[src/rtl/message_segment_framer_macros.svh]
// ----------------------------------------------------------------------------
// message_segment_framer_macros: assertion helpers for the segment framer
// Clocked on clk_i, idle while rst_ni is low.
// ----------------------------------------------------------------------------
`ifndef MESSAGE_SEGMENT_FRAMER_MACROS_SVH
`define MESSAGE_SEGMENT_FRAMER_MACROS_SVH

// Same-cycle implication.
`define MSF_ASSERT_NOW(lbl, ante, cons, msg) \
  lbl: assert property (@(posedge clk_i) disable iff (!rst_ni) (ante) |-> (cons)) \
    else $error(msg);

// Next-cycle implication.
`define MSF_ASSERT_NEXT(lbl, ante, cons, msg) \
  lbl: assert property (@(posedge clk_i) disable iff (!rst_ni) (ante) |=> (cons)) \
    else $error(msg);

`endif

[src/rtl/msf_pkg.sv]
// ----------------------------------------------------------------------------
// msf_pkg: shared types and constants of the message segment framer
// Widths, the payload limit and the request passed from front to back.
// ----------------------------------------------------------------------------
package msf_pkg;

  localparam int unsigned CfgW    = 13;
  localparam int unsigned FillW   = 14;
  localparam int unsigned SizeW   = 24;
  localparam int unsigned CodeW   = 16;
  localparam int unsigned ByteW   = 8;
  localparam int unsigned SegNumW = 8;

  localparam logic [CfgW-1:0] PayloadLimit = CfgW'(8192 - 6);

  localparam int unsigned QDepth = 4;
  localparam int unsigned QPtrW  = $clog2(QDepth);
  localparam int unsigned QCntW  = $clog2(QDepth + 1);

  // One classified input byte, as the back end needs it.
  typedef struct packed {
    logic               overrun;
    logic               header;
    logic               seg_end;
    logic [CodeW-1:0]   code;
    logic [SizeW-1:0]   size;
    logic [SegNumW-1:0] seg_num;
    logic [ByteW-1:0]   data;
  } entry_t;

endpackage

[src/rtl/message_segment_framer.sv]
// ----------------------------------------------------------------------------
// message_segment_framer: cuts a byte-wide message into headed segments
// A byte's first result passes the queue slot and then the output register before it is offered.
// Throughput: 1 byte per cycle inside a segment while the output is not stalled; a byte that
// opens a segment is preceded by 6 header bytes, which the back emitter inserts.
// Reset (rst_ni low, async): queue empties, no message open, limit = 8186.
// ----------------------------------------------------------------------------
`include "message_segment_framer_macros.svh"

module message_segment_framer (
  input  logic                      clk_i,
  input  logic                      rst_ni,
  // Payload limit register
  input  logic                      cfg_we_i,
  input  logic [msf_pkg::CfgW-1:0]  cfg_wdata_i,
  // Incoming message bytes
  input  logic                      s_axis_tvalid,
  output logic                      s_axis_tready,
  input  logic [47:0]               s_axis_tdata,  // message_code, message_size, payload_byte
  input  logic                      s_axis_tuser,  // message_start
  // Framed segment bytes
  output logic                      m_axis_tvalid,
  input  logic                      m_axis_tready,
  output logic [7:0]                m_axis_tdata,  // wire_byte
  output logic                      m_axis_tlast,  // segment_end
  output logic [1:0]                m_axis_tuser   // run_last, overrun_flag
);
  import msf_pkg::*;

  logic   q_push, q_push_ready, q_pop, q_valid;
  entry_t q_push_entry, q_head;
  logic   run_last, overrun;

  // Front: track the open message, classify each byte, push a request.
  msf_front u_front (
    .clk_i        (clk_i),
    .rst_ni       (rst_ni),
    .cfg_we_i     (cfg_we_i),
    .cfg_wdata_i  (cfg_wdata_i),
    .in_valid_i   (s_axis_tvalid),
    .in_ready_o   (s_axis_tready),
    .in_start_i   (s_axis_tuser),
    .in_code_i    (s_axis_tdata[15:0]),
    .in_size_i    (s_axis_tdata[39:16]),
    .in_byte_i    (s_axis_tdata[47:40]),
    .push_o       (q_push),
    .push_entry_o (q_push_entry),
    .push_ready_i (q_push_ready)
  );

  // Queue: decouple input stalls from header insertion and output stalls.
  msf_queue u_queue (
    .clk_i        (clk_i),
    .rst_ni       (rst_ni),
    .push_i       (q_push),
    .push_entry_i (q_push_entry),
    .push_ready_o (q_push_ready),
    .pop_i        (q_pop),
    .head_valid_o (q_valid),
    .head_entry_o (q_head)
  );

  // Back: emit header bytes when a segment opens, then the payload byte.
  msf_back u_back (
    .clk_i          (clk_i),
    .rst_ni         (rst_ni),
    .head_valid_i   (q_valid),
    .head_entry_i   (q_head),
    .pop_o          (q_pop),
    .out_valid_o    (m_axis_tvalid),
    .out_ready_i    (m_axis_tready),
    .out_byte_o     (m_axis_tdata),
    .out_seg_end_o  (m_axis_tlast),
    .out_run_last_o (run_last),
    .out_overrun_o  (overrun)
  );

  assign m_axis_tuser = {overrun, run_last};

  // An overrun is a lone result: last of its run, never a segment end.
  `MSF_ASSERT_NOW(a_overrun_alone, m_axis_tvalid && overrun, run_last && !m_axis_tlast, "overrun result not alone")
  // A segment only ends on a payload byte, which closes its run.
  `MSF_ASSERT_NOW(a_seg_end_last, m_axis_tvalid && m_axis_tlast, run_last, "segment end not on payload byte")
  // A request leaves the queue only when one is there.
  `MSF_ASSERT_NOW(a_pop_valid, q_pop, q_valid, "queue popped while empty")
  // Once loaded, a stalled result remains visible.
  `MSF_ASSERT_NEXT(a_out_hold, m_axis_tvalid && !m_axis_tready, m_axis_tvalid, "stalled result dropped")

endmodule

[src/rtl/msf_queue.sv]
// ----------------------------------------------------------------------------
// msf_queue: short request queue between front and back
// Flop-based FIFO; the head entry is visible without a read cycle.
// ----------------------------------------------------------------------------
module msf_queue (
  input  logic            clk_i,
  input  logic            rst_ni,
  input  logic            push_i,
  input  msf_pkg::entry_t push_entry_i,
  output logic            push_ready_o,
  input  logic            pop_i,
  output logic            head_valid_o,
  output msf_pkg::entry_t head_entry_o
);
  import msf_pkg::*;

  entry_t            slot_q [QDepth];
  logic [QPtrW-1:0]  wr_ptr_q, rd_ptr_q;
  logic [QCntW-1:0]  count_q;
  logic              do_push, do_pop;

  assign push_ready_o = (count_q != QCntW'(QDepth));
  assign head_valid_o = (count_q != '0);
  assign head_entry_o = slot_q[rd_ptr_q];
  assign do_push      = push_i && push_ready_o;
  assign do_pop       = pop_i && head_valid_o;

  always_ff @(posedge clk_i) begin
    if (do_push) begin
      slot_q[wr_ptr_q] <= push_entry_i;
    end
  end

  always_ff @(posedge clk_i or negedge rst_ni) begin
    if (!rst_ni) begin
      wr_ptr_q <= '0;
      rd_ptr_q <= '0;
      count_q  <= '0;
    end else begin
      if (do_push) begin
        wr_ptr_q <= wr_ptr_q + QPtrW'(1);
      end
      if (do_pop) begin
        rd_ptr_q <= rd_ptr_q + QPtrW'(1);
      end
      if (do_push && !do_pop) begin
        count_q <= count_q + QCntW'(1);
      end else if (!do_push && do_pop) begin
        count_q <= count_q - QCntW'(1);
      end
    end
  end

endmodule

[src/rtl/msf_front.sv]
// ----------------------------------------------------------------------------
// msf_front: message tracking and byte classification
// Holds the message state and the payload limit, tags each accepted byte.
// ----------------------------------------------------------------------------
module msf_front (
  input  logic                       clk_i,
  input  logic                       rst_ni,
  input  logic                       cfg_we_i,
  input  logic [msf_pkg::CfgW-1:0]   cfg_wdata_i,
  input  logic                       in_valid_i,
  output logic                       in_ready_o,
  input  logic                       in_start_i,
  input  logic [msf_pkg::CodeW-1:0]  in_code_i,
  input  logic [msf_pkg::SizeW-1:0]  in_size_i,
  input  logic [msf_pkg::ByteW-1:0]  in_byte_i,
  output logic                       push_o,
  output msf_pkg::entry_t            push_entry_o,
  input  logic                       push_ready_i
);
  import msf_pkg::*;

  logic [CfgW-1:0]    limit_cfg_q;
  logic [SizeW-1:0]   remain_q, remain_d, remain_c, remain_dec;
  logic [FillW-1:0]   fill_q, fill_d, fill_c, fill_inc;
  logic [SegNumW-1:0] seg_num_q, seg_num_d, seg_num_c;
  logic [CodeW-1:0]   code_q, code_c;
  logic [SizeW-1:0]   size_q, size_c;
  logic [CfgW-1:0]    limit_c;
  logic               overrun_c, seg_end_c, accept;

  assign in_ready_o = push_ready_i;
  assign accept     = in_valid_i && push_ready_i;

  // A start byte takes over the new message before anything else.
  assign code_c    = in_start_i ? in_code_i : code_q;
  assign size_c    = in_start_i ? in_size_i : size_q;
  assign remain_c  = in_start_i ? in_size_i : remain_q;
  assign fill_c    = in_start_i ? '0 : fill_q;
  assign seg_num_c = in_start_i ? SegNumW'(1) : seg_num_q;

  always_comb begin
    if (limit_cfg_q == '0) begin
      limit_c = CfgW'(1);
    end else if (limit_cfg_q > PayloadLimit) begin
      limit_c = PayloadLimit;
    end else begin
      limit_c = limit_cfg_q;
    end
  end

  assign overrun_c  = (remain_c == '0);
  assign remain_dec = remain_c - SizeW'(1);
  assign fill_inc   = fill_c + FillW'(1);
  assign seg_end_c  = !overrun_c &&
                      ((remain_dec == '0) || (fill_inc >= FillW'(limit_c)));

  always_comb begin
    if (overrun_c) begin
      remain_d  = remain_c;
      fill_d    = fill_c;
      seg_num_d = seg_num_c;
    end else begin
      remain_d  = remain_dec;
      fill_d    = seg_end_c ? '0 : fill_inc;
      seg_num_d = seg_end_c ? seg_num_c + SegNumW'(1) : seg_num_c;
    end
  end

  assign push_o               = in_valid_i;
  assign push_entry_o.overrun = overrun_c;
  assign push_entry_o.header  = !overrun_c && (fill_c == '0);
  assign push_entry_o.seg_end = seg_end_c;
  assign push_entry_o.code    = code_c;
  assign push_entry_o.size    = size_c;
  assign push_entry_o.seg_num = seg_num_c;
  assign push_entry_o.data    = in_byte_i;

  always_ff @(posedge clk_i or negedge rst_ni) begin
    if (!rst_ni) begin
      limit_cfg_q <= PayloadLimit;
      remain_q    <= '0;
      fill_q      <= '0;
      seg_num_q   <= SegNumW'(1);
      code_q      <= '0;
      size_q      <= '0;
    end else begin
      if (cfg_we_i) begin
        limit_cfg_q <= cfg_wdata_i;
      end
      if (accept) begin
        remain_q  <= remain_d;
        fill_q    <= fill_d;
        seg_num_q <= seg_num_d;
        code_q    <= code_c;
        size_q    <= size_c;
      end
    end
  end

endmodule

[src/rtl/msf_back.sv]
// ----------------------------------------------------------------------------
// msf_back: segment byte emitter
// Expands each queued request into the payload byte, led by header bytes if it opens a segment.
// ----------------------------------------------------------------------------
module msf_back (
  input  logic                       clk_i,
  input  logic                       rst_ni,
  input  logic                       head_valid_i,
  input  msf_pkg::entry_t            head_entry_i,
  output logic                       pop_o,
  output logic                       out_valid_o,
  input  logic                       out_ready_i,
  output logic [msf_pkg::ByteW-1:0]  out_byte_o,
  output logic                       out_seg_end_o,
  output logic                       out_run_last_o,
  output logic                       out_overrun_o
);
  import msf_pkg::*;

  typedef enum logic [2:0] {
    STEP_CODE_HI,
    STEP_CODE_LO,
    STEP_SIZE_HI,
    STEP_SIZE_MID,
    STEP_SIZE_LO,
    STEP_SEG_NUM,
    STEP_PAYLOAD
  } step_e;

  step_e            step_q, cur_step;
  logic             load, last_step, valid_q;
  logic [ByteW-1:0] byte_c, byte_q;
  logic             seg_end_q, run_last_q, overrun_q;

  assign cur_step  = head_entry_i.header ? step_q : STEP_PAYLOAD;
  assign last_step = (cur_step == STEP_PAYLOAD);
  assign load      = head_valid_i && (!valid_q || out_ready_i);
  assign pop_o     = load && last_step;

  always_comb begin
    unique case (cur_step)
      STEP_CODE_HI:  byte_c = head_entry_i.code[15:8];
      STEP_CODE_LO:  byte_c = head_entry_i.code[7:0];
      STEP_SIZE_HI:  byte_c = head_entry_i.size[23:16];
      STEP_SIZE_MID: byte_c = head_entry_i.size[15:8];
      STEP_SIZE_LO:  byte_c = head_entry_i.size[7:0];
      STEP_SEG_NUM:  byte_c = head_entry_i.seg_num;
      STEP_PAYLOAD:  byte_c = head_entry_i.overrun ? '0 : head_entry_i.data;
      default:       byte_c = '0;
    endcase
  end

  always_ff @(posedge clk_i or negedge rst_ni) begin
    if (!rst_ni) begin
      step_q     <= STEP_CODE_HI;
      valid_q    <= 1'b0;
      byte_q     <= '0;
      seg_end_q  <= 1'b0;
      run_last_q <= 1'b0;
      overrun_q  <= 1'b0;
    end else begin
      if (load) begin
        step_q     <= last_step ? STEP_CODE_HI : step_e'(step_q + 3'd1);
        valid_q    <= 1'b1;
        byte_q     <= byte_c;
        seg_end_q  <= last_step && head_entry_i.seg_end;
        run_last_q <= last_step;
        overrun_q  <= last_step && head_entry_i.overrun;
      end else if (out_ready_i) begin
        valid_q <= 1'b0;
      end
    end
  end

  assign out_valid_o    = valid_q;
  assign out_byte_o     = byte_q;
  assign out_seg_end_o  = seg_end_q;
  assign out_run_last_o = run_last_q;
  assign out_overrun_o  = overrun_q;

endmodule
[config.mk]
export PLATFORM = sky130hd
export DESIGN_NAME = message_segment_framer
export DESIGN_NICKNAME = d
export VERILOG_FILES = /design/src/rtl/msf_pkg.sv /design/src/rtl/message_segment_framer.sv /design/src/rtl/msf_queue.sv /design/src/rtl/msf_front.sv /design/src/rtl/msf_back.sv
export VERILOG_INCLUDE_DIRS = /design/src /design/src/rtl
export SDC_FILE = /design/constraint.sdc
export NUM_CORES = 1
export LEC_CHECK = 0
export BUFFER_PORTS_ARGS = -buffer_cell sky130_fd_sc_hd__buf_2
export CAP_MARGIN = 20
export CORE_MARGIN = 2
export CORE_UTILIZATION = 40
export CTS_CLUSTER_SIZE = 28
export DETAILED_ROUTE_END_ITERATION = 8
export PLACE_DENSITY = 0.55
export SETUP_SLACK_MARGIN = 0.02
export SYNTH_ARGS = -nofsm -noshare
export SYNTH_HDL_FRONTEND = slang
export SYNTH_HIERARCHICAL = 1
export SYNTH_SLANG_ARGS = --single-unit
[constraint.sdc]
create_clock -name clk_i -period 4.15 [get_ports clk_i]
set_clock_uncertainty 0.1 [all_clocks]
set_input_delay 0.2075 -clock clk_i [delete_from_list [all_inputs] [get_ports clk_i]]
set_output_delay 0.2075 -clock clk_i [all_outputs]
set_load 0.01 [all_outputs]
## Word-level counts from Yosys, hierarchy flattened

Memories as Yosys holds them, arrays and structs flattened.
Index checks and enable logic that the tools add are counted.

- Add/sub/neg operators: 8
- Magnitude comparators: 2
- Equal/unequal tests: 7
- Muxes and demuxes: 22
- Reduce and logical (&&, ||, !) cells: 24

Operator list:

| kind | number |
|---|---|
| $mux W24 | 3 |
| $pmux W8 S7 | 1 |
| $logic_not A24 Y1 | 2 |
| $mux W14 | 3 |
| $mux W8 | 4 |
| $mux W13 | 2 |
| $sub A24 B1 Y24 const B | 1 |
| $mux W16 | 1 |
| $add A14 B1 Y14 const B | 1 |
| $ge A14 B13 Y1 | 1 |
| $logic_not A14 Y1 | 1 |
| $gt A13 B13 Y1 const B | 1 |
| $logic_not A13 Y1 | 1 |
| $mux W3 | 4 |
| $logic_and A1 B1 Y1 | 10 |
| $eq A3 B3 Y1 const B | 3 |
| $add A8 B1 Y8 const B | 1 |
| $add A3 B1 Y3 const B | 2 |
| $eq A3 B2 Y1 const B | 2 |
| $add A2 B1 Y2 const B | 2 |
| $logic_not A1 Y1 | 4 |
| $mux W1 | 4 |
| $reduce_bool A2 Y1 | 2 |
| $eq A3 B1 Y1 const B | 1 |
| other kinds (5) | 6 |

- Register bits after elaboration: 121
- Memory bits (writable): 236
- Input port bits: 67
- Output and inout port bits: 13
- Word-level logic and storage cells: 79
- Memories kept: 1

Memory list:

| memory | depth | bits a word | read ports | clocked after Yosys merged registers in | write ports | RTL line | RTL |
|---|---|---|---|---|---|---|---|
| u_queue.slot_q | 4 | 59 | 1 | 0 | 1 | msf_queue.sv:17 | `entry_t slot_q [QDepth];` |

## Longest topological paths before layout

Gate-level depths: netlist of the first run.

- Word-level depth: 8
- Depth in mapped cells: 23
- Mapped depth without buffers: 19

## By module

Netlist of the first run, hierarchy kept.

By module, submodules not included:

| module | times used | cells an instance | area each (µm²) | seq. area each (µm²) |
|---|---|---|---|---|
| msf_queue | 1 | 344 | 8991.1 | 7262.0 |
| msf_front | 1 | 673 | 6625.1 | 2492.4 |
| msf_back | 1 | 130 | 1168.6 | 375.4 |
| message_segment_framer | 1 | 2 | 15.0 | 0.0 |

## Worst setup path before layout of the first run

OpenSTA, ideal clock, no wires.

- Path kind: input to register
- From: input s_axis_tuser
- To: register u_front.seg_num_q[5]
- Library setup time: 122 ps
- Data arrival time: 4486 ps
- Data required time: 3928 ps
- Path slack: -558 ps
- Stages: 17
- Buffers on the path: 8
- Cell sequence: buf_6 > buf_6 > buf_4 > buf_2 > buf_2 > buf_2 > buf_2 > buf_2 > mux2i_1 > ha_1 > nand4_1 > or3_4 > or4b_4 > a2111oi_4 > nand4_2 > a211o_1 > xor2_1

- Longest elaborated chain between the ends: 7
- Elaborated cells on any way between the ends: 14
- Classes of those cells: 3 x add/sub; 1 x order compare; 5 x mux; 5 x reduce/logical

RTL lines:

| item | RTL line | RTL |
|---|---|---|
| start: declaration | message_segment_framer.sv:20 | `input logic s_axis_tuser,` |
| $mux W14 or $mux W24 (tied branches) | msf_front.sv:38, msf_front.sv:37 |  |
| $add A14 B1 Y14 or $sub A24 B1 Y24 (tied branches) | msf_front.sv:53, msf_front.sv:52 |  |
| $ge A14 B13 Y1 or $logic_not A24 Y1 (tied branches) | msf_front.sv:55 | `((remain_dec == '0) \|\| (fill_inc >= FillW'(limit_c)));` |
| $logic_or A1 B1 Y1 | msf_front.sv:55 |  |
| $logic_and A1 B1 Y1 | msf_front.sv:54 | `assign seg_end_c = !overrun_c &&` |
| $mux W8 | msf_front.sv:65 | `seg_num_d = seg_end_c ? seg_num_c + SegNumW'(1) : seg_num_c;` |
| $mux W8 * | msf_front.sv:58 | `if (overrun_c) begin` |
| end signal: assignment | msf_front.sv:83 | `seg_num_q <= SegNumW'(1);` |
| end signal: assignment | msf_front.sv:93 | `seg_num_q <= seg_num_d;` |
| end: declaration | msf_front.sv:25 | `logic [SegNumW-1:0] seg_num_q, seg_num_d, seg_num_c;` |

Every way passes the cells marked *; elsewhere a longest branch is shown, timed or not.
A chain may end at the register's enable or synchronous reset.

==> metrics.md, run 1 <==
| Metric | Value |
|---|---|
| Crit Path Category | reg2reg |
| Worst path max stage delay | between 0.5 and 0.6 ns |
| Clock transition at path regs | roughly 0.060 ns |
| Worst R2R Setup Slack | 0.33 ns |
| Initial core utilization | 0.403 |
| Final WL | between 30000 and 40000 um |
| Site Rows | 75 |
| Peak fanout along the critical path | 4 |
| Total Die Area | roughly 44000 sq um |
| Antenna violations before repair | 0 |
| Drt pass-1 iters | 5 |
| Syn Area/Cell | ~15 sq um |
| Crit end category | flip-flop |
| Area delta synth->final | 17.5% |
| Status | completed |
| Buf+Inv Stages, Crit Path | 2 |
| Total global routing track utilization | 0.183 |
| Final GP Congestion | between 0.8 and 0.9 |
| RSZ-0062 raised after global routing | no |
| Worst-margin pin slew | around 0.94 ns |
| H-tree depth | 2 |
| Cell variety after synth | 86 |
| Nets | around 1400 |
| CP startpoint kind | flip-flop |
| Final setup fails | 0 |
| Routed Antenna Nets | 0 |
| Post-Syn Area | approximately 17000 sq um |
| Crit path time final | approximately 3.8 ns |
| Final Total Pwr | 12.4 mW |
| # Max-Cap Violations | 0 |
| Placed wire-length estimate | 26500 um |
| Signal arrival time at the worst endpoint | ~4 ns |
| Clock Latency Late Sink | 0.53 ns |
| CTS Sinks | approximately 360 |
| R2R Path Start | u_front/fill_q[1]$_DFFE_PN0P_ |
| WL/cell | 21.0 um |
| Post-synth top area share | 0.422 |
| Final Slew Violations | 0 |
| Crit path from | u_front/fill_q[1]$_DFFE_PN0P_ |
| Slowest cell on crit path | or4_1 |
| Top FF cell, synth | edfxtp_1 |
| Final hold viol count | 0 |
| Max Clk Rate | 262 MHz |
| Die width | approximately 210 um |
| Port Buf Inserts | 79 |
| Num CTS Buffers | 40 |
| Hold Path Class | in2reg |
| Share of cells above drive strength 1 | 0.270 |
| Util after Layout | 0.474 |
| Post-DR vias/cell | 5.46 |
| Routed via count | a little over 10000 |
| Sequential fraction of the synthesis area | 0.603 |
| Hold Crit Start | s_axis_tdata[36] |
| GR Util met1 | 0.263 |
| Die Ht | roughly 210 um |
| Period Utilization, post-route | 0.921 |
| Cell breakdown of the critical path | nand2_1, inv_2, ha_1, and3_1, nand3_2, nor3_2, and2_1, nand3_1, xor2_1, nor2_2, ha_1, nand3_1, nor2_1, a221o_1, or4_1, buf_4, nor2_4, nor2_1 |
| Area leader, netlist | edfxtp_1 |
| I/O pin total | 80 |
| Max-slew headroom | 0.375 |
| Number of synthesized flops with an enable pin | ~240 |
| Min Hold Slack | 0.0110 ns |
| Top Family by Delay on Critical Path | simple AND/OR/NAND/NOR gates |
| Pwr/cell area | between 600 and 700 nW/um^2 |
| #FFs+latches synth | between 300 and 400 |
| Fin Setup TNS | 0 ns |
| Critical path data required time | 4.32 ns |
| Largest buffer count on any clock path | 3 |
| Maximum VDD drop | between 0.3 and 0.4 mV |
| Area contributors post-synth | edfxtp_1, dfrtp_1, mux4_2 |
| Vias in the first global route | about 10000 |
| Met2 Track Usage GR | 0.299 |
| CTS tree | built |
| Drc violations | 0 |
| Fraction of registers with async set/reset | 0.339 |
| Global route total overflow | 0 |
| YS warnings | 6 |
| Core Footprint | about 42000 sq um |
| First-pass GRT wire length | just over 60000 um |
| CTS Root Cell | clkbuf_16 |
| Leakage | a little over 7 nW |
| Largest net degree at the start of global routing | 70 |
| GR peak layer | met2 |
| Ant. Diodes | 0 |
| Post-synthesis instance total | between 1000 and 1500 |
| Met3 Use GR | 0.0266 |
| Iter 0 DRT Violations | about 650 |
| Syn nets | ~1200 |
[what timing repair did]
action,4_1_cts,5_1_grt
gates resized for setup,1,4
setup endpoints to repair,12,19
buffers inserted,0,1
hold buffers,68,0
hold endpoints to repair,202,0
pin swaps,0,1
[cell type report]
cell class	instances	area, sq um
repair buffers	185	1430
clock buffers	60	1100
inverters	32	120
multi-input cells	690	6150
flip-flops and latches	357	10100
well taps	539	674
clock inverters	12	144
fillers	3757	21900
[cell usage in the layout, fill, tap and decap left out, types with 16 or more instances in the layout]
| cell | n |
|---|---|
| edfxtp_1 | 236 |
| dfrtp_1 | 107 |
| mux2_2 | 82 |
| buf_2 | 77 |
| nand2_1 | 74 |
| dlygate4sd3_1 | 68 |
| mux4_2 | 59 |
| nor2_1 | 44 |
| clkbuf_16 | 40 |
| buf_4 | 34 |
| o21ai_0 | 32 |
| a22o_1 | 30 |
| inv_1 | 29 |
| nand3_1 | 26 |
| xnor2_1 | 26 |
| ha_1 | 24 |
| nor4_1 | 20 |
| xor2_1 | 19 |
| clkbuf_1 | 18 |
| mux2i_1 | 18 |
| nor3_1 | 16 |
[sequential cells by signal (all words and copies together) (netlist names)]
signal,count
u_front/code_q,16
u_front/fill_q,14
u_back/out_run_last_o,1
u_queue/rd_ptr_q,2
u_queue/slot_q,236
u_back/out_byte_o,8
u_front/seg_num_q,8
u_front/size_q,24
u_back/out_valid_o,1
u_front/limit_cfg_q,13
u_back/out_overrun_o,1
u_back/step_q,3
u_back/out_seg_end_o,1
u_queue/wr_ptr_q,2
u_queue/count_q,3
u_front/remain_q,24
[logic make-up after synthesis]
family	count (synthesis)	share of synthesized area
mux	165	0.151
fa+ha+maj	26	0.0198
flops	357	0.603
buf+inv	102	0.0361
simple gates	284	0.0934
xor+xnor	45	0.0235
compound gates	170	0.0734
[final timing paths]
check                                                   end  cells past startpoint
max                         u_queue/slot_q[1][56]$_DFFE_PP_                     18
min                          u_front/size_q[20]$_DFFE_PN0P_                      2
max reg2reg                 u_queue/slot_q[1][56]$_DFFE_PP_                     18
min reg2reg                u_back/out_byte_o[5]$_DFFE_PN0P_                      2
max in group asynchronous  u_front/seg_num_q[0]$_DFFE_PN1P_                      3
min in group asynchronous   u_front/remain_q[6]$_DFFE_PN0P_                      2
[through the flow]
| stage | std cells | setup WS (ns) | area (sq um) |
|---|---|---|---|
| after global placement | 1734 | -0.0281 | 17800 |
| after floorplan | 1149 | 0.0261 | 16900 |
| final | 1875 | 0.329 | 19700 |
| after detailed placement | 1734 | -0.103 | 17800 |
| after CTS | 1874 | 0.140 | 19700 |
| after global routing | 1875 | 0.0471 | 19700 |
[cells in the mapped netlist, types with 7 or more instances]
library cell and instances:
nor3_1 18, a21oi_1 15, nand3_1 27, and3_1 7
and2_1 11, mux2i_1 20, nand3b_1 7, nand2b_1 10
dfstp_2 12, o21ai_0 32, o22ai_1 11, nor2b_1 14
nor3b_1 8, nor2_1 46, mux2_2 82, buf_4 15
o21ai_1 14, edfxtp_1 236, nor4_1 20, ha_1 25
xnor2_1 26, nand4_1 7, clkbuf_1 19, a22o_1 30
dfrtp_1 109, mux4_2 59, inv_1 29, buf_2 19
nand2_1 75, xor2_1 19
[layer usage]
layer | share of wire | vias to the layer above
li1 | - | 4766
met1 | 0.47 | 5220
met2 | 0.48 | 209
met3 | 0.038 | 45
met4 | 0.014 | 0
met5 | 0 | -
[power breakdown]
part           switching [mW]  internal, mW
Clock                    1.36          2.01
Combinational            2.08          1.67
Sequential              0.429          4.82
Total                    3.87          8.50
Note: power is estimated with default switching activity, not from simulation.
==> run 2, diff against run 1 <==
PLACE_DENSITY = 0.53   (was 0.55)
SYNTH_HIERARCHICAL = not set   (was 1)
clock period = 4.45 ns   (was 4.15 ns; I/O delays follow)
==> run 2 against run 1 <==
Effect of this change:
- register-to-register slack improved by 0.11 ns
- power fell by 7.0%
- worst hold slack improved by 0.020 ns
- sequential share of layout area rose by 1.7 points
- via count fell by 4.6%
- largest cell class unchanged
- sequential power fell by 4.8%
- combinational power fell by 12%
- highest routed layer unchanged
- synthesized cell count fell by 2.9%
==> metrics.md, run 2 <==
| Metric | Value |
|---|---|
| Status | completed |
| Compound-gate portion of the synthesized area | 0.0702 |
| Mux share of post-synthesis cell area | 0.149 |
| Most frequent cells in the layout | edfxtp_1, dfrtp_1, nand2_1, mux2_2, buf_2 |
| Resized cells post-CTS | 0 |
| Site Rows | 73 |
| Worst Hold Depth | 2 |
| CTS tree | built |
| Sequential fraction of the synthesis area | 0.623 |
| Crit path from | u_front.fill_q[0]$_DFFE_PN0P_ |
| Worst R2R Setup Slack | around 0.44 ns |
| Total global routing track utilization | 0.182 |
| Internal power | about 7.9 mW |
| Net Sw Frac | 0.311 |
| Sw Pwr | around 3.6 mW |
| R2r worst-path depth | 16 |
| Commonest non-fill, non-tap cell in the layout | edfxtp_1 |
| Clock transition at path regs | around 0.06 ns |
| Largest buffer count on any clock path | 3 |
| Final GP Congestion | roughly 0.85 |
| Largest net degree at the start of global routing | 88 |
| Critical path data required time | 4.83 ns |
| Total Die Area | ~42000 sq um |
| Max Clk Rate | roughly 250 MHz |
| Largest family of logic cells by synthesized area | multiplexers |
| Final setup fails | 0 |
| Syn Area/Cell | about 15 sq um |
| Nets | around 1400 |
| Max-slew headroom | 0.366 |
| Die width | approximately 200 um |
| I/O pin total | 80 |
| Maximum VDD drop | slightly below 0.3 mV |
| Signal arrival time at the worst endpoint | approximately 4.4 ns |
| Placed wire-length estimate | ~24000 um |
| # Max-Cap Violations | 0 |
| Top FF cell, synth | edfxtp_1 |
| Drc violations | 0 |
| Initial core utilization | 0.407 |
| Worst-margin pin slew | roughly 0.95 ns |
| Area leader, netlist | edfxtp_1 |
| Crit end category | flip-flop |
| Vias in the first global route | 10100 |
| Number of synthesized flops with an enable pin | 236 |
| Min Hold Slack | 0.0306 ns |
| First-pass GRT wire length | 58400 um |
| Fin Setup TNS | 0 ns |
| YS warnings | 0 |
| Core Footprint | 39900 sq um |
| Logic pwr share | 0.287 |
| Worst hold endpoint | u_front.limit_cfg_q[7]$_DFFE_PN1P_ |
| CTS Root Cell | clkbuf_16 |
| Fraction of registers with async set/reset | 0.339 |
| Routed via count | around 9800 |
| Routed Antenna Nets | 0 |
| Final WL | 37200 um |
| Cell variety after synth | 66 |
| XOR/XNOR Fraction of Synth Area | 0.0270 |
| Util after Layout | 0.479 |
| Area delta synth->final | 17.7% |
| Peak fanout along the critical path | 11 |
| Drt pass-1 iters | 5 |
| Antenna violations before repair | 0 |
| Period Utilization, post-route | 0.901 |
| Post-synth top area share | 0.436 |
| Post-synthesis instance total | about 1100 |
| Post-DR vias/cell | around 5.4 |
| Syn nets | 1208 |
| Final hold viol count | 0 |
| Crit path time final | between 4 and 5 ns |
| Port Buf Inserts | just under 80 |
| RSZ-0062 raised after global routing | no |
| WL/cell | 20.4 um |
| H-tree depth | 2 |
| Num CTS Buffers | 40 |
| Adder-Cell Fraction of Synth Area | 0.0197 |
| Clock Latency Late Sink | approximately 0.55 ns |
| Global route total overflow | 0 |
| Iter 0 DRT Violations | about 470 |
| R2R Path Start | u_front.fill_q[0]$_DFFE_PN0P_ |
| Pwr/cell area | about 600 nW/um^2 |
| Clock power share | 0.279 |
| Simple-gate share of the synthesized area | 0.0877 |
| Area contributors post-synth | edfxtp_1, dfrtp_1, mux4_2 |
| Leakage | 7.10 nW |
| #FFs+latches synth | approximately 360 |
| Largest register FFs | between 200 and 250 |
| Hold Crit Start | cfg_we_i |
| Post-Syn Area | between 15000 and 20000 sq um |
| Final Slew Violations | 0 |
| Biggest register | u_queue.slot_q |
| Largest registers | u_queue.slot_q x236, u_front.remain_q x24, u_front.size_q x24 |
| Most common cell in the synthesized netlist | edfxtp_1 |
| Die Ht | around 210 um |
| Commonest cells post-synth | edfxtp_1, dfrtp_1, mux2_2, nand2_1, mux4_2 |
| Share of cells above drive strength 1 | 0.259 |
| Crit Path Category | reg2reg |
| Flop pwr share | 0.434 |
| CP startpoint kind | flip-flop |
| CTS Sinks | 357 |
| Worst r2r dst | u_front.fill_q[9]$_DFFE_PN0P_ |
| Hold Path Class | in2reg |
| Ant. Diodes | 0 |
-- run 2: cell count changes after synthesis, moves of 12 or more --
cell	change
a22o_1	-12
clkbuf_1	+12
buf_2	-14
buf_4	-13
-- run 2: cell families after synthesis --
family / after synthesis
DFF: 357
and+or+nand+nor: 270
AOI/OAI and AO/OA: 167
muxes: 158
buffers and inverters: 89
xor gates and xnor gates: 50
adders and majority gates: 25
-- run 2: worst max-delay path, cell delays in order, from the launching register on --
cell	delay, ns
dfrtp_1	0.39
nor2b_1	0.33
ha_1	0.25
and3_1	0.20
and3_1	0.21
and3_1	0.25
nand3_1	0.11
xor2_1	0.14
nor2_1	0.07
ha_1	0.21
a21o_1	0.17
a21oi_1	0.15
o21ai_0	0.10
a211oi_1	0.31
o31a_1	0.29
and2_1	0.45
a22o_1	0.21
-- run 2: layout make-up --
| type | count | area (sq um) |
|---|---|---|
| well taps | 525 | 657 |
| fillers | 3507 | 20800 |
| clock inverters | 15 | 139 |
| clock buffers | 59 | 1140 |
| repair buffers | 158 | 1160 |
| flip-flops and latches | 357 | 10100 |
| multi-input cells | 670 | 5750 |
| inverters | 36 | 135 |
-- run 2: metal layers --
layer | global-route usage | vias up | part of all wire
met5 | 0 | - | 0
met4 | 0.0545 | 0 | 0.025
met3 | 0.0301 | 61 | 0.039
met2 | 0.289 | 195 | 0.46
met1 | 0.256 | 4923 | 0.47
li1 | - | 4595 | -
-- run 2: metrics by stage --
| step | power, mW | instances | setup WS [ns] | area, sq um |
|---|---|---|---|---|
| finish | 11.5 | 1820 | 0.440 | 19100 |
| global route | 12.2 | 1820 | 0.202 | 19100 |
| CTS | 11.7 | 1820 | 0.420 | 19100 |
| detailed placement | 8.40 | 1690 | 0.436 | 17300 |
| global placement | 8.34 | 1690 | 0.496 | 17300 |
| floorplan | 7.31 | 1116 | 0.0403 | 16300 |
-- run 2: power by group through the flow --
| stage | sequential (mW) | clock, mW | combinational (mW) |
|---|---|---|---|
| finish | 5.00 | 3.21 | 3.30 |
| CTS | 5.00 | 3.30 | 3.39 |
| global route | 5.09 | 3.44 | 3.65 |
| detailed placement | 5.06 | 0 | 3.34 |
| global placement | 5.04 | 0 | 3.30 |
| floorplan | 4.95 | 0 | 2.36 |
-- run 2: worst max path at each step --
stage,to,slack [ns],depth (start not counted)
2_1_floorplan,u_front.fill_q[5]$_DFFE_PN0P_,0.04,19
3_3_place_gp,u_front.fill_q[9]$_DFFE_PN0P_,0.50,11
3_5_place_dp,u_front.fill_q[9]$_DFFE_PN0P_,0.44,17
4_1_cts,u_front.fill_q[9]$_DFFE_PN0P_,0.42,16
5_1_grt,u_front.fill_q[9]$_DFFE_PN0P_,0.20,16
6_report,u_front.fill_q[9]$_DFFE_PN0P_,0.44,16
-- run 2: what timing repair did --
item,CTS,global route
setup buffers,0,0
hold buffers,56,0
endpoints found under the hold margin,205,0
==> run 3, diff against run 2 <==
--- a/config.mk
+++ b/config.mk
@@ -9,10 +9,10 @@
 export BUFFER_PORTS_ARGS = -buffer_cell sky130_fd_sc_hd__buf_2
 export CAP_MARGIN = 20
-export CORE_MARGIN = 2
+export CORE_MARGIN = 1.5
 export CORE_UTILIZATION = 40
 export CTS_CLUSTER_SIZE = 28
 export DETAILED_ROUTE_END_ITERATION = 8
 export PLACE_DENSITY = 0.53
-export SETUP_SLACK_MARGIN = 0.02
+export SETUP_SLACK_MARGIN = 0.15
 export SYNTH_ARGS = -nofsm -noshare
 export SYNTH_HDL_FRONTEND = slang
--- a/constraint.sdc
+++ b/constraint.sdc
@@ -3,3 +3,3 @@
 set_input_delay 0.2225 -clock clk_i [delete_from_list [all_inputs] [get_ports clk_i]]
 set_output_delay 0.2225 -clock clk_i [all_outputs]
-set_load 0.01 [all_outputs]
+set_load 0.02 [all_outputs]
==> run 3 against run 2 <==
Effect of this change:
- clock power up 9.7%
- register-to-register slack better by 0.07 ns
- design area up 0.88%
- sequential cell count unchanged
- die area down 0.97%
- critical path type unchanged
==> metrics.md, run 3 (synthesized netlist as in run 2, its figures left out) <==
| Metric | Value |
|---|---|
| Placed Cells incl. Taps | ~1700 |
| Final GP Congestion | about 0.86 |
| Signal arrival time at the worst endpoint | between 4 and 5 ns |
| Internal power | roughly 8.2 mW |
| Critical Path Sink | u_front.fill_q[10]$_DFFE_PN0P_ |
| Die Ht | ~200 um |
| CP startpoint kind | flip-flop |
| Ant. Diodes | 0 |
| CTS Sinks | between 300 and 400 |
| Worst R2R Setup Slack | roughly 0.51 ns |
| Most frequent cells in the layout | edfxtp_1, dfrtp_1, nand2_1, mux2_2, buf_2 |
| Top Family by Delay on Critical Path | simple AND/OR/NAND/NOR gates |
| Cell breakdown of the critical path | nor2b_1, ha_1, and3_1, and3_1, and3_1, nand3_1, xor2_1, nor2_1, ha_1, a21o_1, a21oi_1, o21ai_0, a211oi_1, o31a_2, and2_2, a22o_1 |
| Fin area | 19300 sq um |
| Final Slew Violations | 0 |
| CP Depth | 16 |
| Logic pwr share | 0.282 |
| DP Area | 17300 sq um |
| H-tree depth | 2 |
| Maximum VDD drop | around 0.33 mV |
| Final Total Pwr | around 12 mW |
| I/O pin total | 80 |
| R2r worst-path depth | 16 |
| Total global routing track utilization | 0.188 |
| Drt pass-1 iters | 5 |
| Post-DR vias/cell | between 5 and 6 |
| Crit path from | u_front.fill_q[0]$_DFFE_PN0P_ |
| Buf+Inv Stages, Crit Path | 0 |
| Largest buffer count on any clock path | 3 |
| Largest net degree at the start of global routing | slightly above 80 |
| Vias in the first global route | between 10000 and 15000 |
| Final hold viol count | 0 |
| Crit end category | flip-flop |
| Final WL | about 38000 um |
| Flop pwr share | 0.422 |
| Crit path time final | around 3.9 ns |
| Leakage | just over 7 nW |
| Routed Antenna Nets | 0 |
| Peak fanout along the critical path | 12 |
| CTS Root Cell | clkbuf_16 |
| First-pass GRT wire length | 59700 um |
| Clock transition at path regs | 0.06 ns |
| Worst r2r dst | u_front.fill_q[10]$_DFFE_PN0P_ |
| Crit-path most repeated cell | and3_1 |
| Core Footprint | 39900 sq um |
| Net Sw Frac | 0.310 |
| RSZ-0062 raised after global routing | no |
| Sw Pwr | 3.69 mW |
| Site Rows | 73 |
| Worst-margin pin slew | roughly 0.95 ns |
| Die width | between 200 and 250 um |
| Period Utilization, post-route | 0.885 |
| Nets | 1359 |
| Critical path data required time | between 4 and 5 ns |
| Port Buf Inserts | 79 |
| Commonest non-fill, non-tap cell in the layout | edfxtp_1 |
| Max-slew headroom | 0.360 |
| CTS tree | built |
| Routed via count | ~9900 |
| Drc violations | 0 |
| Slowest cell on crit path | dfrtp_1 |
| Antenna violations before repair | 0 |
| Fill cells | 3452 |
| Initial core utilization | 0.407 |
| Largest register FFs | around 240 |
| WL/cell | approximately 21 um |
| Clock Latency Late Sink | 0.57 ns |
| Share of cells above drive strength 1 | 0.265 |
| Max Clk Rate | 254 MHz |
| Final Non-Filler Cells | 1825 |
| Total Die Area | approximately 42000 sq um |
| Status | completed |
| Clock power share | 0.296 |
| Largest registers | u_queue.slot_q x236, u_front.remain_q x24, u_front.size_q x24 |
| Crit Path Category | reg2reg |
| Placed wire-length estimate | roughly 24000 um |
| Pwr/cell area | roughly 620 nW/um^2 |
| Hold Path Class | in2reg |
| Worst path max stage delay | 0.39 ns |
| Final setup fails | 0 |
| R2R Path Start | u_front.fill_q[0]$_DFFE_PN0P_ |
| Global route total overflow | 0 |
| Biggest register | u_queue.slot_q |
| # Max-Cap Violations | 0 |
| Area delta synth->final | 18.7% |
| Num CTS Buffers | a little over 40 |
| Hold Crit Start | cfg_we_i |
| Iter 0 DRT Violations | ~560 |
| Fin Setup TNS | 0 ns |
run 3: per-layer routing:
layer | global-route usage | wire, um | up-vias
li1 | - | - | 4599
met1 | 0.263 | 18000 | 5027
met2 | 0.301 | 17600 | 186
met3 | 0.0278 | 1370 | 59
met4 | 0.0620 | 935 | 0
met5 | 0 | 0 | -
run 3: worst reg2reg max path: cells and delay by family, from the launching register on:
kind / cells / cell delay (ns)
fa+ha+maj: 2 / 0.48
flops: 1 / 0.39
xor+xnor: 1 / 0.14
simple gates: 7 / 1.53
compound gates: 6 / 1.23
run 3: area by class of cell:
class                      instances  area (sq um)  share of cell area
multi-input combinational        670          5760               0.299
inverter                          36           135             0.00700
tap                              525           657              0.0340
sequential                       357         10100               0.525
clock inverter                    19           283              0.0147
clock buffer                      57          1150              0.0594
timing repair buffer             161          1180              0.0610
run 3: power by group through the flow:
| stage | registers [mW] | logic, mW | clock network (mW) |
|---|---|---|---|
| 3_3_place_gp | 5.05 | 3.34 | 0 |
| 3_5_place_dp | 5.07 | 3.38 | 0 |
| 6_report | 5.01 | 3.35 | 3.52 |
| 5_1_grt | 5.11 | 3.70 | 3.72 |
| 4_1_cts | 5.01 | 3.43 | 3.61 |
| 2_1_floorplan | 4.98 | 2.37 | 0 |
run 3: worst min-delay path by stage:
stage	endpoint	slack [ns]	depth (start not counted)
6_report	u_front.limit_cfg_q[0]$_DFFE_PN0P_	0.03	3
3_5_place_dp	u_front.remain_q[2]$_DFFE_PN0P_	0.26	1
4_1_cts	u_front.limit_cfg_q[8]$_DFFE_PN1P_	0.002	2
5_1_grt	u_queue.slot_q[3][21]$_DFFE_PP_	0.03	2
3_3_place_gp	u_front.remain_q[2]$_DFFE_PN0P_	0.27	1
2_1_floorplan	u_back.out_byte_o[0]$_DFFE_PN0P_	-0.17	0
run 3: through the flow:
step | hold WS [ns] | setup slack (ns) | util
finish | 0.0315 | 0.513 | 0.483
global route | 0.0319 | 0.150 | 0.483
CTS | 0.00248 | 0.337 | 0.483
detailed placement | 0.261 | 0.141 | 0.433
global placement | 0.267 | 0.169 | 0.433
floorplan | -0.173 | 0.178 | -
run 3: repair_timing:
item / 4_1_cts / 5_1_grt
setup buffers: 0 / 0
pin swaps: 0 / 0
resized for setup: 1 / 1
endpoints found under the setup margin: 2 / 11
cloned: 0 / 0
hold buffers: 58 / 0
hold endpoints to repair: 216 / 0
